## src/rtl/wtr_pkg.sv

```systemverilog
package wtr_pkg;

  localparam int WINDOW_DEPTH_DEF = 8;
  localparam logic [31:0] MIN_INTERVAL_RESET = 32'd500000000;
  localparam logic [31:0] TICK_MUL = 32'd4398;

  localparam int TIME_W  = 64;
  localparam int TOTAL_W = 48;
  localparam int BYTES_W = 32;
  localparam int TICKS_W = 32;
  localparam int BSUM_W  = 40;
  localparam int RATE_W  = 32;
  localparam int DIV_CNT_W = $clog2(BSUM_W + 1);

  typedef logic [3:0] pc_t;

  typedef enum logic [3:0] {
    OP_NOP    = 4'd0,
    OP_LOAD   = 4'd1,
    OP_DT     = 4'd2,
    OP_MUL_LO = 4'd3,
    OP_MUL_HI = 4'd4,
    OP_SUM    = 4'd5,
    OP_DIV    = 4'd6,
    OP_UPDATE = 4'd7,
    OP_EMIT   = 4'd8,
    OP_FIRST  = 4'd9,
    OP_SKIP   = 4'd10
  } op_t;

  typedef enum logic [2:0] {
    C_NEXT     = 3'd0,
    C_GOTO     = 3'd1,
    C_WAIT_IN  = 3'd2,
    C_IF_NEW   = 3'd3,
    C_IF_LE    = 3'd4,
    C_WAIT_DIV = 3'd5,
    C_WAIT_OUT = 3'd6
  } cond_t;

  typedef struct packed {
    op_t   op;
    cond_t cond;
    pc_t   target;
  } ucode_t;

  typedef struct packed {
    logic in_acc;
    logic started;
    logic le;
    logic div_done;
    logic out_free;
  } stat_t;

  localparam pc_t PC_IDLE  = 4'd0;
  localparam pc_t PC_DT    = 4'd1;
  localparam pc_t PC_CMP   = 4'd2;
  localparam pc_t PC_MULHI = 4'd3;
  localparam pc_t PC_SUM   = 4'd4;
  localparam pc_t PC_DIV   = 4'd5;
  localparam pc_t PC_DIVW  = 4'd6;
  localparam pc_t PC_UPD   = 4'd7;
  localparam pc_t PC_EMIT  = 4'd8;
  localparam pc_t PC_FIRST = 4'd9;
  localparam pc_t PC_SKIP  = 4'd10;

  // Microcode program, one control word per step.
  function automatic ucode_t ucode_rom(pc_t pc);
    ucode_t w;
    w = '{op: OP_NOP, cond: C_GOTO, target: PC_IDLE};
    unique case (pc)
      PC_IDLE:  w = '{op: OP_LOAD,   cond: C_WAIT_IN,  target: PC_IDLE};
      PC_DT:    w = '{op: OP_DT,     cond: C_IF_NEW,   target: PC_FIRST};
      PC_CMP:   w = '{op: OP_MUL_LO, cond: C_IF_LE,    target: PC_SKIP};
      PC_MULHI: w = '{op: OP_MUL_HI, cond: C_NEXT,     target: PC_IDLE};
      PC_SUM:   w = '{op: OP_SUM,    cond: C_NEXT,     target: PC_IDLE};
      PC_DIV:   w = '{op: OP_DIV,    cond: C_NEXT,     target: PC_IDLE};
      PC_DIVW:  w = '{op: OP_NOP,    cond: C_WAIT_DIV, target: PC_IDLE};
      PC_UPD:   w = '{op: OP_UPDATE, cond: C_NEXT,     target: PC_IDLE};
      PC_EMIT:  w = '{op: OP_EMIT,   cond: C_WAIT_OUT, target: PC_IDLE};
      PC_FIRST: w = '{op: OP_FIRST,  cond: C_NEXT,     target: PC_IDLE};
      PC_SKIP:  w = '{op: OP_SKIP,   cond: C_WAIT_OUT, target: PC_IDLE};
      default:  w = '{op: OP_NOP,    cond: C_GOTO,     target: PC_IDLE};
    endcase
    return w;
  endfunction

endpackage

```

## src/rtl/wtr_div.sv

```systemverilog
module wtr_div (
  input  logic                        clk,
  input  logic                        rst_n,
  input  logic                        start,
  input  logic [wtr_pkg::BSUM_W-1:0]  dividend,
  input  logic [wtr_pkg::TICKS_W-1:0] divisor,
  output logic                        busy,
  output logic [wtr_pkg::BSUM_W-1:0]  quotient
);
  import wtr_pkg::*;

  logic [DIV_CNT_W-1:0] cnt_r;
  logic                 busy_r;
  logic [BSUM_W-1:0]    quo_r;
  logic [TICKS_W:0]     rem_r;
  logic [TICKS_W-1:0]   dvs_r;
  logic [TICKS_W:0]     rem_sh;
  logic [TICKS_W+1:0]   diff;
  logic                 ge;

  // Restoring divide, one quotient bit per cycle.
  assign rem_sh = {rem_r[TICKS_W-1:0], quo_r[BSUM_W-1]};
  assign diff   = {1'b0, rem_sh} - {2'b00, dvs_r};
  assign ge     = ~diff[TICKS_W+1];

  always_ff @(posedge clk) begin
    if (!rst_n) begin
      busy_r <= 1'b0;
      cnt_r  <= '0;
    end else if (start) begin
      busy_r <= 1'b1;
      cnt_r  <= DIV_CNT_W'(BSUM_W);
    end else if (busy_r) begin
      cnt_r <= cnt_r - 1'b1;
      if (cnt_r == DIV_CNT_W'(1)) begin
        busy_r <= 1'b0;
      end
    end
  end

  always_ff @(posedge clk) begin
    if (start) begin
      quo_r <= dividend;
      rem_r <= '0;
      dvs_r <= divisor;
    end else if (busy_r) begin
      quo_r <= {quo_r[BSUM_W-2:0], ge};
      rem_r <= ge ? diff[TICKS_W:0] : rem_sh;
    end
  end

  assign busy     = busy_r;
  assign quotient = quo_r;

endmodule

```

## src/rtl/wtr_seq.sv

```systemverilog
module wtr_seq (
  input  logic           clk,
  input  logic           rst_n,
  input  wtr_pkg::stat_t stat,
  output wtr_pkg::op_t   op
);
  import wtr_pkg::*;

  pc_t    pc_r;
  pc_t    pc_nxt;
  ucode_t uw;

  assign uw = ucode_rom(pc_r);
  assign op = uw.op;

  always_comb begin
    unique case (uw.cond)
      C_NEXT:     pc_nxt = pc_r + 1'b1;
      C_GOTO:     pc_nxt = uw.target;
      C_WAIT_IN:  pc_nxt = stat.in_acc ? pc_r + 1'b1 : pc_r;
      C_IF_NEW:   pc_nxt = !stat.started ? uw.target : pc_r + 1'b1;
      C_IF_LE:    pc_nxt = stat.le ? uw.target : pc_r + 1'b1;
      C_WAIT_DIV: pc_nxt = stat.div_done ? pc_r + 1'b1 : pc_r;
      C_WAIT_OUT: pc_nxt = stat.out_free ? uw.target : pc_r;
      default:    pc_nxt = PC_IDLE;
    endcase
  end

  always_ff @(posedge clk) begin
    if (!rst_n) begin
      pc_r <= PC_IDLE;
    end else begin
      pc_r <= pc_nxt;
    end
  end

endmodule

```

## src/rtl/wtr_dp.sv

```systemverilog
module wtr_dp #(
  parameter int WINDOW_DEPTH = wtr_pkg::WINDOW_DEPTH_DEF
) (
  input  logic           clk,
  input  logic           rst_n,
  input  wtr_pkg::op_t   op,
  output wtr_pkg::stat_t stat,
  input  logic           in_tvalid,
  output logic           in_tready,
  input  logic [111:0]   in_tdata,
  output logic           out_tvalid,
  input  logic           out_tready,
  output logic [31:0]    out_tdata,
  output logic           out_tuser,
  input  logic           cfg_we,
  input  logic [31:0]    cfg_wdata
);
  import wtr_pkg::*;

  localparam int PosW = (WINDOW_DEPTH > 1) ? $clog2(WINDOW_DEPTH) : 1;

  logic [31:0]         min_ivl_r;
  logic [TIME_W-1:0]   now_r;
  logic [TOTAL_W-1:0]  total_r;
  logic                started_r;
  logic [TIME_W-1:0]   prev_time_r;
  logic [TOTAL_W-1:0]  prev_total_r;
  logic [TIME_W-1:0]   dt_r;
  logic [12:0]         plo_hi_r;
  logic [BYTES_W-1:0]  bytes_r;
  logic [TICKS_W-1:0]  ticks_r;
  logic [BSUM_W-1:0]   wbs_r;
  logic [TICKS_W-1:0]  wts_r;
  logic [PosW-1:0]     pos_r;
  logic [WINDOW_DEPTH-1:0] vld_r;
  logic [BYTES_W-1:0]  rd_bytes_r;
  logic [TICKS_W-1:0]  rd_ticks_r;
  logic                rd_vld_r;
  logic [RATE_W-1:0]   rate_r;
  logic                out_valid_r;
  logic                out_flag_r;
  logic [RATE_W-1:0]   out_rate_r;

  logic [BYTES_W-1:0]  ring_bytes_mem [WINDOW_DEPTH];
  logic [TICKS_W-1:0]  ring_ticks_mem [WINDOW_DEPTH];

  logic                in_acc;
  logic                out_free;
  logic                emit_go;
  logic [44:0]         mul_lo;
  logic [31:0]         mul_hi;
  logic [BYTES_W-1:0]  old_bytes;
  logic [TICKS_W-1:0]  old_ticks;
  logic                div_busy;
  logic [BSUM_W-1:0]   div_quo;

  assign in_tready = (op == OP_LOAD);
  assign in_acc    = in_tvalid & in_tready;
  assign out_free  = !out_valid_r || out_tready;
  assign emit_go   = ((op == OP_EMIT) || (op == OP_SKIP)) && out_free;

  // ticks = bits [63:32] of dt*4398, split into a low and a high partial product
  assign mul_lo = {13'd0, dt_r[31:0]} * {13'd0, TICK_MUL};
  assign mul_hi = dt_r[63:32] * TICK_MUL;

  assign old_bytes = rd_vld_r ? rd_bytes_r : '0;
  assign old_ticks = rd_vld_r ? rd_ticks_r : '0;

  assign stat.in_acc   = in_acc;
  assign stat.started  = started_r;
  assign stat.le       = (dt_r[63:32] == 32'd0) && (dt_r[31:0] <= min_ivl_r);
  assign stat.div_done = !div_busy;
  assign stat.out_free = out_free;

  wtr_div u_div (
    .clk      (clk),
    .rst_n    (rst_n),
    .start    (op == OP_DIV),
    .dividend (wbs_r),
    .divisor  (wts_r),
    .busy     (div_busy),
    .quotient (div_quo)
  );

  always_ff @(posedge clk) begin
    if (!rst_n) begin
      min_ivl_r <= MIN_INTERVAL_RESET;
    end else if (cfg_we) begin
      min_ivl_r <= cfg_wdata;
    end
  end

  // Window state
  always_ff @(posedge clk) begin
    if (!rst_n) begin
      started_r    <= 1'b0;
      prev_time_r  <= '0;
      prev_total_r <= '0;
      wbs_r        <= '0;
      wts_r        <= '0;
      pos_r        <= '0;
      vld_r        <= '0;
    end else begin
      unique case (op)
        OP_FIRST: begin
          started_r    <= 1'b1;
          prev_time_r  <= now_r;
          prev_total_r <= total_r;
        end
        OP_MUL_HI: begin
          prev_time_r  <= now_r;
          prev_total_r <= total_r;
        end
        OP_SUM: begin
          wbs_r <= wbs_r + {{(BSUM_W-BYTES_W){1'b0}}, bytes_r};
          wts_r <= wts_r + ticks_r;
        end
        OP_UPDATE: begin
          wbs_r <= wbs_r - {{(BSUM_W-BYTES_W){1'b0}}, old_bytes};
          wts_r <= wts_r - old_ticks;
          vld_r[pos_r] <= 1'b1;
          pos_r <= (pos_r == PosW'(WINDOW_DEPTH - 1)) ? '0 : pos_r + 1'b1;
        end
        default: ;
      endcase
    end
  end

  // Scratch and ring memory
  always_ff @(posedge clk) begin
    unique case (op)
      OP_LOAD: begin
        if (in_acc) begin
          now_r   <= in_tdata[63:0];
          total_r <= in_tdata[111:64];
        end
      end
      OP_DT: dt_r <= now_r - prev_time_r;
      OP_MUL_LO: begin
        plo_hi_r <= mul_lo[44:32];
        bytes_r  <= total_r[31:0] - prev_total_r[31:0];
      end
      OP_MUL_HI: ticks_r <= mul_hi + {19'd0, plo_hi_r};
      OP_SUM: begin
        rd_bytes_r <= ring_bytes_mem[pos_r];
        rd_ticks_r <= ring_ticks_mem[pos_r];
        rd_vld_r   <= vld_r[pos_r];
      end
      OP_UPDATE: begin
        // zero divisor saturates
        rate_r <= (wts_r == '0) ? '1 : div_quo[RATE_W-1:0];
        ring_bytes_mem[pos_r] <= bytes_r;
        ring_ticks_mem[pos_r] <= ticks_r;
      end
      default: ;
    endcase
  end

  // Output register
  always_ff @(posedge clk) begin
    if (!rst_n) begin
      out_valid_r <= 1'b0;
    end else if (emit_go) begin
      out_valid_r <= 1'b1;
    end else if (out_tready) begin
      out_valid_r <= 1'b0;
    end
  end

  always_ff @(posedge clk) begin
    if (emit_go) begin
      out_flag_r <= (op == OP_EMIT);
      out_rate_r <= (op == OP_EMIT) ? rate_r : '0;
    end
  end

  assign out_tvalid = out_valid_r;
  assign out_tdata  = out_rate_r;
  assign out_tuser  = out_flag_r;

endmodule

```

## src/rtl/windowed_throughput_rate_core.sv

```systemverilog
// Sliding-window transfer rate. Each input transaction carries a nanosecond
// timestamp and a running byte total; each one yields exactly one output
// transaction. The first transaction after reset only records time and total
// (out_tuser = 0, rate 0). Later ones are dropped with out_tuser = 0 unless
// the elapsed time exceeds min_interval_ns (cfg port, reset 500000000).
// Otherwise elapsed ns become 1/1024 s ticks ((dt*4398)>>32), the byte and
// tick deltas join the window sums, and out_tdata = byte sum / tick sum in
// KiB/s (low 32 bits, all ones when the tick sum is zero), with out_tuser = 1.
// The oldest of WINDOW_DEPTH ring entries then leaves the sums. A rated
// transaction's result is registered after the bit-serial divider finishes,
// and the next input is taken after the result is registered; a first or
// dropped transaction skips the divider. A stalled output delays both.
// One transaction is in flight at a time, and in_tready returns while
// the last result still sits in the output register. Write cfg only when idle.
module windowed_throughput_rate_core #(
  parameter int WINDOW_DEPTH = wtr_pkg::WINDOW_DEPTH_DEF
) (
  input  logic         clk,
  input  logic         rst_n,
  // in_tdata: [63:0] now_time_ns, [111:64] byte_total
  input  logic         in_tvalid,
  output logic         in_tready,
  input  logic [111:0] in_tdata,
  // out_tdata: [31:0] rate_kib_per_s
  output logic         out_tvalid,
  input  logic         out_tready,
  output logic [31:0]  out_tdata,
  // out_tuser: [0] rate_valid
  output logic         out_tuser,
  // min_interval_ns
  input  logic         cfg_we,
  input  logic [31:0]  cfg_wdata
);
  import wtr_pkg::*;

  op_t   op;
  stat_t stat;

  // Microcode sequencer: step counter plus control-word ROM.
  wtr_seq u_seq (
    .clk   (clk),
    .rst_n (rst_n),
    .stat  (stat),
    .op    (op)
  );

  // Datapath: subtract/multiply/accumulate, ring memory, divider, output reg.
  wtr_dp #(
    .WINDOW_DEPTH (WINDOW_DEPTH)
  ) u_dp (
    .clk        (clk),
    .rst_n      (rst_n),
    .op         (op),
    .stat       (stat),
    .in_tvalid  (in_tvalid),
    .in_tready  (in_tready),
    .in_tdata   (in_tdata),
    .out_tvalid (out_tvalid),
    .out_tready (out_tready),
    .out_tdata  (out_tdata),
    .out_tuser  (out_tuser),
    .cfg_we     (cfg_we),
    .cfg_wdata  (cfg_wdata)
  );

endmodule

```

## config.mk

```make
export PLATFORM = sky130hd
export DESIGN_NAME = windowed_throughput_rate_core
export DESIGN_NICKNAME = d
export VERILOG_FILES = /design/src/rtl/wtr_pkg.sv /design/src/rtl/wtr_div.sv /design/src/rtl/wtr_seq.sv /design/src/rtl/wtr_dp.sv /design/src/rtl/windowed_throughput_rate_core.sv
export SDC_FILE = /design/constraint.sdc
export NUM_CORES = 2
export LEC_CHECK = 0
export BUFFER_PORTS_ARGS = -buffer_cell sky130_fd_sc_hd__buf_4
export CAP_MARGIN = 20
export CORE_MARGIN = 2
export CORE_UTILIZATION = 51
export DETAILED_ROUTE_END_ITERATION = 10
export PLACE_DENSITY = 0.74
export SYNTH_ARGS = -nofsm -noshare
export SYNTH_HDL_FRONTEND = slang
export SYNTH_HIERARCHICAL = 1
export SYNTH_SLANG_ARGS = --single-unit
```

## constraint.sdc

```tcl
create_clock -name clk -period 8.6 [get_ports clk]
set_input_delay 0.86 -clock clk [delete_from_list [all_inputs] [get_ports clk]]
set_output_delay 0.86 -clock clk [all_outputs]
set_load 0.03 [all_outputs]
```

# --- Word-level counts from Yosys, hierarchy flattened ---
# Memory sizes are Yosys's and may differ from the RTL's. A register that Yosys moved wholly into a read port is not among the register bits.
# Cells that the tools add are included.
# W data, S select, Z words.
word_totals:
  ff_bits: 631
  latchBits: 0
  ramBits: 512
  rom_bits: 160
  in_bits: 149
  output_inout_bits: 35
  mem_count: 3
mem_list:
  columns: ["memory", "words", "word_bits", "rd", "rd_ports_with_merged_regs", "wr", "line_no", "source"]
  rows:
  - ["u_dp.ring_bytes_mem", 8, 32, 1, 1, 1, "wtr_dp.sv:44", "logic [BYTES_W-1:0] ring_bytes_mem [WINDOW_DEPTH];"]
  - ["u_dp.ring_ticks_mem", 8, 32, 1, 1, 1, "wtr_dp.sv:45", "logic [TICKS_W-1:0] ring_ticks_mem [WINDOW_DEPTH];"]
  - ["(no name shown)", 16, 10, 1, 1, 0, "wtr_pkg.sv:71", "unique case (pc)"]
classes:
  n_addsub: 11
  n_mul: 2
  n_div: 0
  magnitude_cmp: 3
  eq_ne: 21
  shifts: 0
  n_mux: 29
  n_bitwise: 4
  reduce_logical: 16
op_table:
  columns: ["operator", "n"]
  rows:
  - ["$mux W32", 3]
  - ["$mux W40", 2]
  - ["$pmux W40 S2", 1]
  - ["$logic_not A32 Y1", 2]
  - ["$pmux W32 S2", 1]
  - ["$sub A32 B32 Y32", 2]
  - ["$sub A64 B64 Y64", 1]
  - ["$mul A32 B12 Y44 const B", 1]
  - ["$add A40 B32 Y40", 1]
  - ["$sub A40 B32 Y40", 1]
  - ["$sub A33 B32 Y34", 1]
  - ["$add A32 B13 Y32", 1]
  - ["$add A32 B32 Y32", 1]
  - ["$le A32 B32 Y1", 1]
  - ["$mul A32 B12 Y31 const B", 1]
  - ["$mux W4", 7]
  - ["$pmux W4 S7", 1]
  - ["$eq A4 B3 Y1 const B", 4]
  - ["$eq A3 B3 Y1 const B", 4]
  - ["$eq A4 B4 Y1 const B", 3]
  - ["$mux W6", 2]
  - ["$mux W1", 9]
  - ["$eq A4 B2 Y1 const B", 2]
  - ["$or A8 B8 Y8", 1]
  - ["other kinds (24)", 33]

# --- Longest topological paths before layout ---
logic_depth:
  depth_word: 6
  ltp_mapped: 24

# --- Hierarchy ---
# Netlist, hierarchy kept.
modules_own_cells:
  columns: ["module", "instances", "cells_each", "area_each_um2", "seq_area_each_um2"]
  rows:
  - ["wtr_dp", 1, 5041, 59199.3, 30659.4]
  - ["wtr_div", 1, 614, 6393.6, 2942.8]
  - ["wtr_seq", 1, 87, 908.4, 280.3]

# --- Least setup slack after synthesis ---
# No wires, ideal clock.
synth_path:
  path_kind: "register -> register"
  start: "register, netlist name u_seq/uw[7]"
  end: "memory u_dp.ring_bytes_mem[3][0], enable pin"
  arrival_ns: 5.492
  required_ns: 8.033
  setup_slack_ns: 2.541
  stages_incl_launch_ff: 7
  path_cell_list: "dfxtp_1 > buf_4 > clkbuf_1 > inv_1 > nor2_1 > nand2_1 > nor3_1"
synth_via:
  elab_chain_len: 3
synth_rtl:
  columns: ["element", "line_no", "source"]
  rows:
  - ["$eq A4 B3 Y1", "wtr_dp.sv:131", "unique case (op)"]
  - ["$mux W1", "wtr_dp.sv:131", null]
  - ["$mux W1 (implied by the code)", "wtr_dp.sv:152", "ring_bytes_mem[pos_r] <= bytes_r;"]
  - ["to (decl)", "wtr_dp.sv:44", null]
# Every way passes these cells.

# --- Worst setup path after layout ---
layout_path:
  start: "register u_dp.dt_r[41]"
  end: "register u_dp.ticks_r[31], data pin"
layout_via:
  elab_chain_len: 2
layout_rtl:
  columns: ["element", "line_no", "source"]
  rows:
  - ["from (decl)", "wtr_dp.sv:28", "logic [TIME_W-1:0] dt_r;"]
  - ["from (signal assigned)", "wtr_dp.sv:138", "OP_DT: dt_r <= now_r - prev_time_r;"]
  - ["$mul A32 B12 Y31", "wtr_dp.sv:64", "assign mul_hi = dt_r[63:32] * TICK_MUL;"]
  - ["$add A32 B13 Y32", "wtr_dp.sv:143", "OP_MUL_HI: ticks_r <= mul_hi + {19'd0, plo_hi_r};"]
  - ["to (signal assigned)", "wtr_dp.sv:143", null]
  - ["to (decl)", "wtr_dp.sv:31", "logic [TICKS_W-1:0] ticks_r;"]
# Every way passes these cells.
# A chain may end at the register's enable or synchronous reset.

==> results.yml <==
global_route:
  track_usage_pct: 21.6
  grt_pass1_vias: 43400
  overflow: 0
  grt_max_degree: 106
  antenna_found_initial: 1
  grt_pass1_wl_um: 229000
yosys:
  synthArstFlopShare_pct: 0
  syn-instance-count: 5742
  seq_area_frac_synth_pct: 51.0
  syn_area_um2: 66500
  ys_ff_latch: 1217
  syn_nets: 6580
  synth-main-ff-cell: "edfxtp_1"
  ys_warn_count: 6
  ys_types: 112
  synth-edff-count: 951
  postSynthAreaPerCell_um2: 11.6
hold_path:
  worstHoldEndpoint: "u_dp/now_r[58]"
  min_delay_path_depth: 1
  hp-start: "in_tdata[58]"
  hold_path_class: "input pin to flip-flop"
floorplan:
  die_width_um: 365
  fp-row-count: 132
  die_y_um: 365
  start_util_pct: 51.4
  dieArea_um2: 133000
  io_pins: 184
  coreArea_um2: 129000
placed_design:
  gp_congestion: 0.872
  dp_hpwl_um: 96000
  port_buffers: 167
critical_path:
  cp.arrival_ps: 6720
  crit_path_end_kind: "flip-flop"
  r2r_cells: 17
  worstReg2RegStart: "u_dp/dt_r[41]"
  critPathLaunchType: "flip-flop"
  cp_max_fo: 7
  required_ps: 9110
  critPathKind: "flip-flop to flip-flop"
  rr_endpoint: "u_dp/ticks_r[31]"
  r2r_setup_slack_ps: 2390
power_and_ir_drop:
  p_clk_share_pct: 22.4
  total_leakage_power_uw: 0.0284
  switching_share_pct: 37.7
  p_seq_share_pct: 32.0
  p_sw_uw: 9540
  power_density_nw_per_um2: 343
  p_comb_share_pct: 45.5
  total_power_uw: 25300
  p_int_uw: 15800
  ir_worst_vdd_v: 0.000292
timing:
  worst_pin_slew_ps: 1060
  slew_headroom_pct: 29.3
  max_clock_freq_mhz: 161
  rsz0062_at_grt: "no"
  setup_tns_ps: 0
  period_share_pct: 72.2
  drv_slew: 0
  setup_viol: 0
  finalClockSkew_ps: 34.9
  hold_viol: 0
  min_period_ps: 6210
clocking:
  clkTransAtPathRegs_ps: 60
  ctsRootBufferMaster: "clkbuf_16"
  cts_htree_levels: 4
  postCtsHoldBufs: 0
  insertion_delay_ps: 780
  cts_resized: 0
  post_cts_buffers: 0
  cts_tree: "yes"
  clkSinkCount: 1217
  cts_made_buffers: 130
  clockBufferDepth: 3
detailed_routing:
  vias: 43500
  drt_iter0_markers: 3689
  ant_nets: 0
  drcViolationCount: 0
  drt_first_pass_iters: 6
  drt_wl_total_um: 143000
  routed_via_density: 5.63
  routedWlPerCell_um: 18.5
layout:
  syn2layout_area_growth_pct: 11.2
  antenna_cells: 0
  layout-drive-gt1-share_pct: 10.3
  nets: 6721
  final_util_pct: 57.1
run_status:
  outcome: "completed"
run:
  cap_violations: 0
## stage by stage
step / cell area (um^2) / hold WS, ps / setup slack [ps] / std cells
after floorplan: 66500 / 400 / 2540 / 5742
after global placement: 69500 / 415 / 2490 / 7493
after detailed placement: 69500 / 412 / 2390 / 7493
after CTS: 73900 / 202 / 2360 / 7732
after global routing: 73900 / 206 / 2010 / 7732
final: 73900 / 252 / 2390 / 7732
## cell type report
class                      instances  area (um^2)
clock buffer                     173         3550
clock inverter                    66          826
fill                           10600        55600
inverter                         575         2160
multi-input combinational       3743        29700
sequential                      1217        33900
tap                             1742         2180
timing repair buffer             216         1630
## state kept, by name (all words and copies together), names as in the netlist, 40 cells and up
signal and flops:
u_dp/wbs_r 40, u_dp/prev_time_r 64, u_dp/u_div/quotient 40, u_dp/dt_r 64
u_dp/ring_ticks_mem 256, u_dp/ring_bytes_mem 256, u_dp/now_r 64
## layer usage
metal / routed length (um) / track usage [%]
met3: 9720 / 3.89
met1: 62200 / 29.1
met2: 68000 / 36.0
met5: 13 / 0
met4: 2880 / 5.62
## synth_stat cells (8+ instances only)
cell	count	area share, %
a211oi_1	32	0.36
mux2i_1	27	0.41
clkbuf_1	155	0.87
inv_1	574	3.2
a311oi_2	16	0.36
nor2_1	243	1.4
nor3b_1	13	0.15
and2_1	88	0.83
o21ai_0	178	1.3
nand4_1	115	1.1
or3_1	18	0.17
fa_1	211	6.4
nor2b_1	63	0.59
o211a_1	9	0.14
o31a_1	8	0.11
a31oi_1	84	0.79
o21a_1	59	0.67
and3_1	43	0.40
o21ai_1	17	0.13
xor2_1	114	1.5
or2_2	45	0.42
nand3_1	65	0.49
a21o_1	131	1.5
nor3_1	63	0.47
ha_1	478	9.0
a211o_1	9	0.12
nor4_1	26	0.24
a21oi_1	233	1.8
dfxtp_1	266	8.0
mux2_2	42	0.71
nand2_1	461	2.6
xnor2_1	178	2.3
o21bai_1	32	0.36
o31ai_1	20	0.23
a22oi_1	263	3.0
o211ai_1	32	0.36
nand2b_1	50	0.47
buf_4	8	0.090
edfxtp_1	951	43
buf_1	27	0.15
buf_2	11	0.083
a21boi_0	108	1.2
## worst max-delay path, cell delays in order (launching register included)
cell and delay [ps]:
edfxtp_1 600, fa_1 490, ha_1 320, fa_1 510
inv_1 60, fa_1 530, inv_1 40, ha_1 340
o21a_1 220, o211a_1 250, a2111oi_0 760, o21bai_1 220
xor2_1 350, and4b_1 310, and4_1 230, nor3b_2 220
nor3b_2 240, xnor3_1 250
## logic make-up (layout without fill, tap and decap cells)
kind of cell,after synthesis,in the layout,share of synthesized area [%]
flops,1217,1217,51.0
fa+ha+maj,689,689,15.3
buf+inv,782,1030,4.56
simple gates,1354,1354,10.1
mux,70,70,1.14
xor+xnor,293,293,3.88
compound gates,1337,1337,14.0
## power groups by stage
stage | Sequential (uW) | Combinational [uW] | Clock [uW]
final | 8110 | 11500 | 5680
after global routing | 8190 | 13100 | 6050
after CTS | 8110 | 11500 | 5800
after detailed placement | 8230 | 11500 | 0
after global placement | 8200 | 11000 | 0
after floorplan | 8020 | 9180 | 0
## worst max path at each step
stage / slack, ps / endpoint / startpoint / cells after the start
floorplan: 2540 / u_dp/ring_bytes_mem[3][0] / u_seq/uw[7] / 6
global placement: 2490 / u_dp/ticks_r[31] / u_dp/dt_r[41] / 17
detailed placement: 2390 / u_dp/ticks_r[31] / u_dp/dt_r[41] / 17
CTS: 2360 / u_dp/ticks_r[31] / u_dp/dt_r[41] / 17
global route: 2010 / u_dp/ticks_r[31] / u_dp/dt_r[35] / 22
finish: 2390 / u_dp/ticks_r[31] / u_dp/dt_r[41] / 17
## layout by cell type, fill, tap and decap left out, types with 84 or more instances in the layout
cell type	n
edfxtp_1	951
inv_1	573
ha_1	478
nand2_1	461
dfxtp_1	265
a22oi_1	263
nor2_1	239
a21oi_1	233
buf_4	215
fa_1	211
o21ai_0	178
xnor2_1	178
clkbuf_16	133
a21o_1	131
nand4_1	115
xor2_1	114
a21boi_0	108
and2_1	87
a31oi_1	84
(Power assumes the default switching activity.)
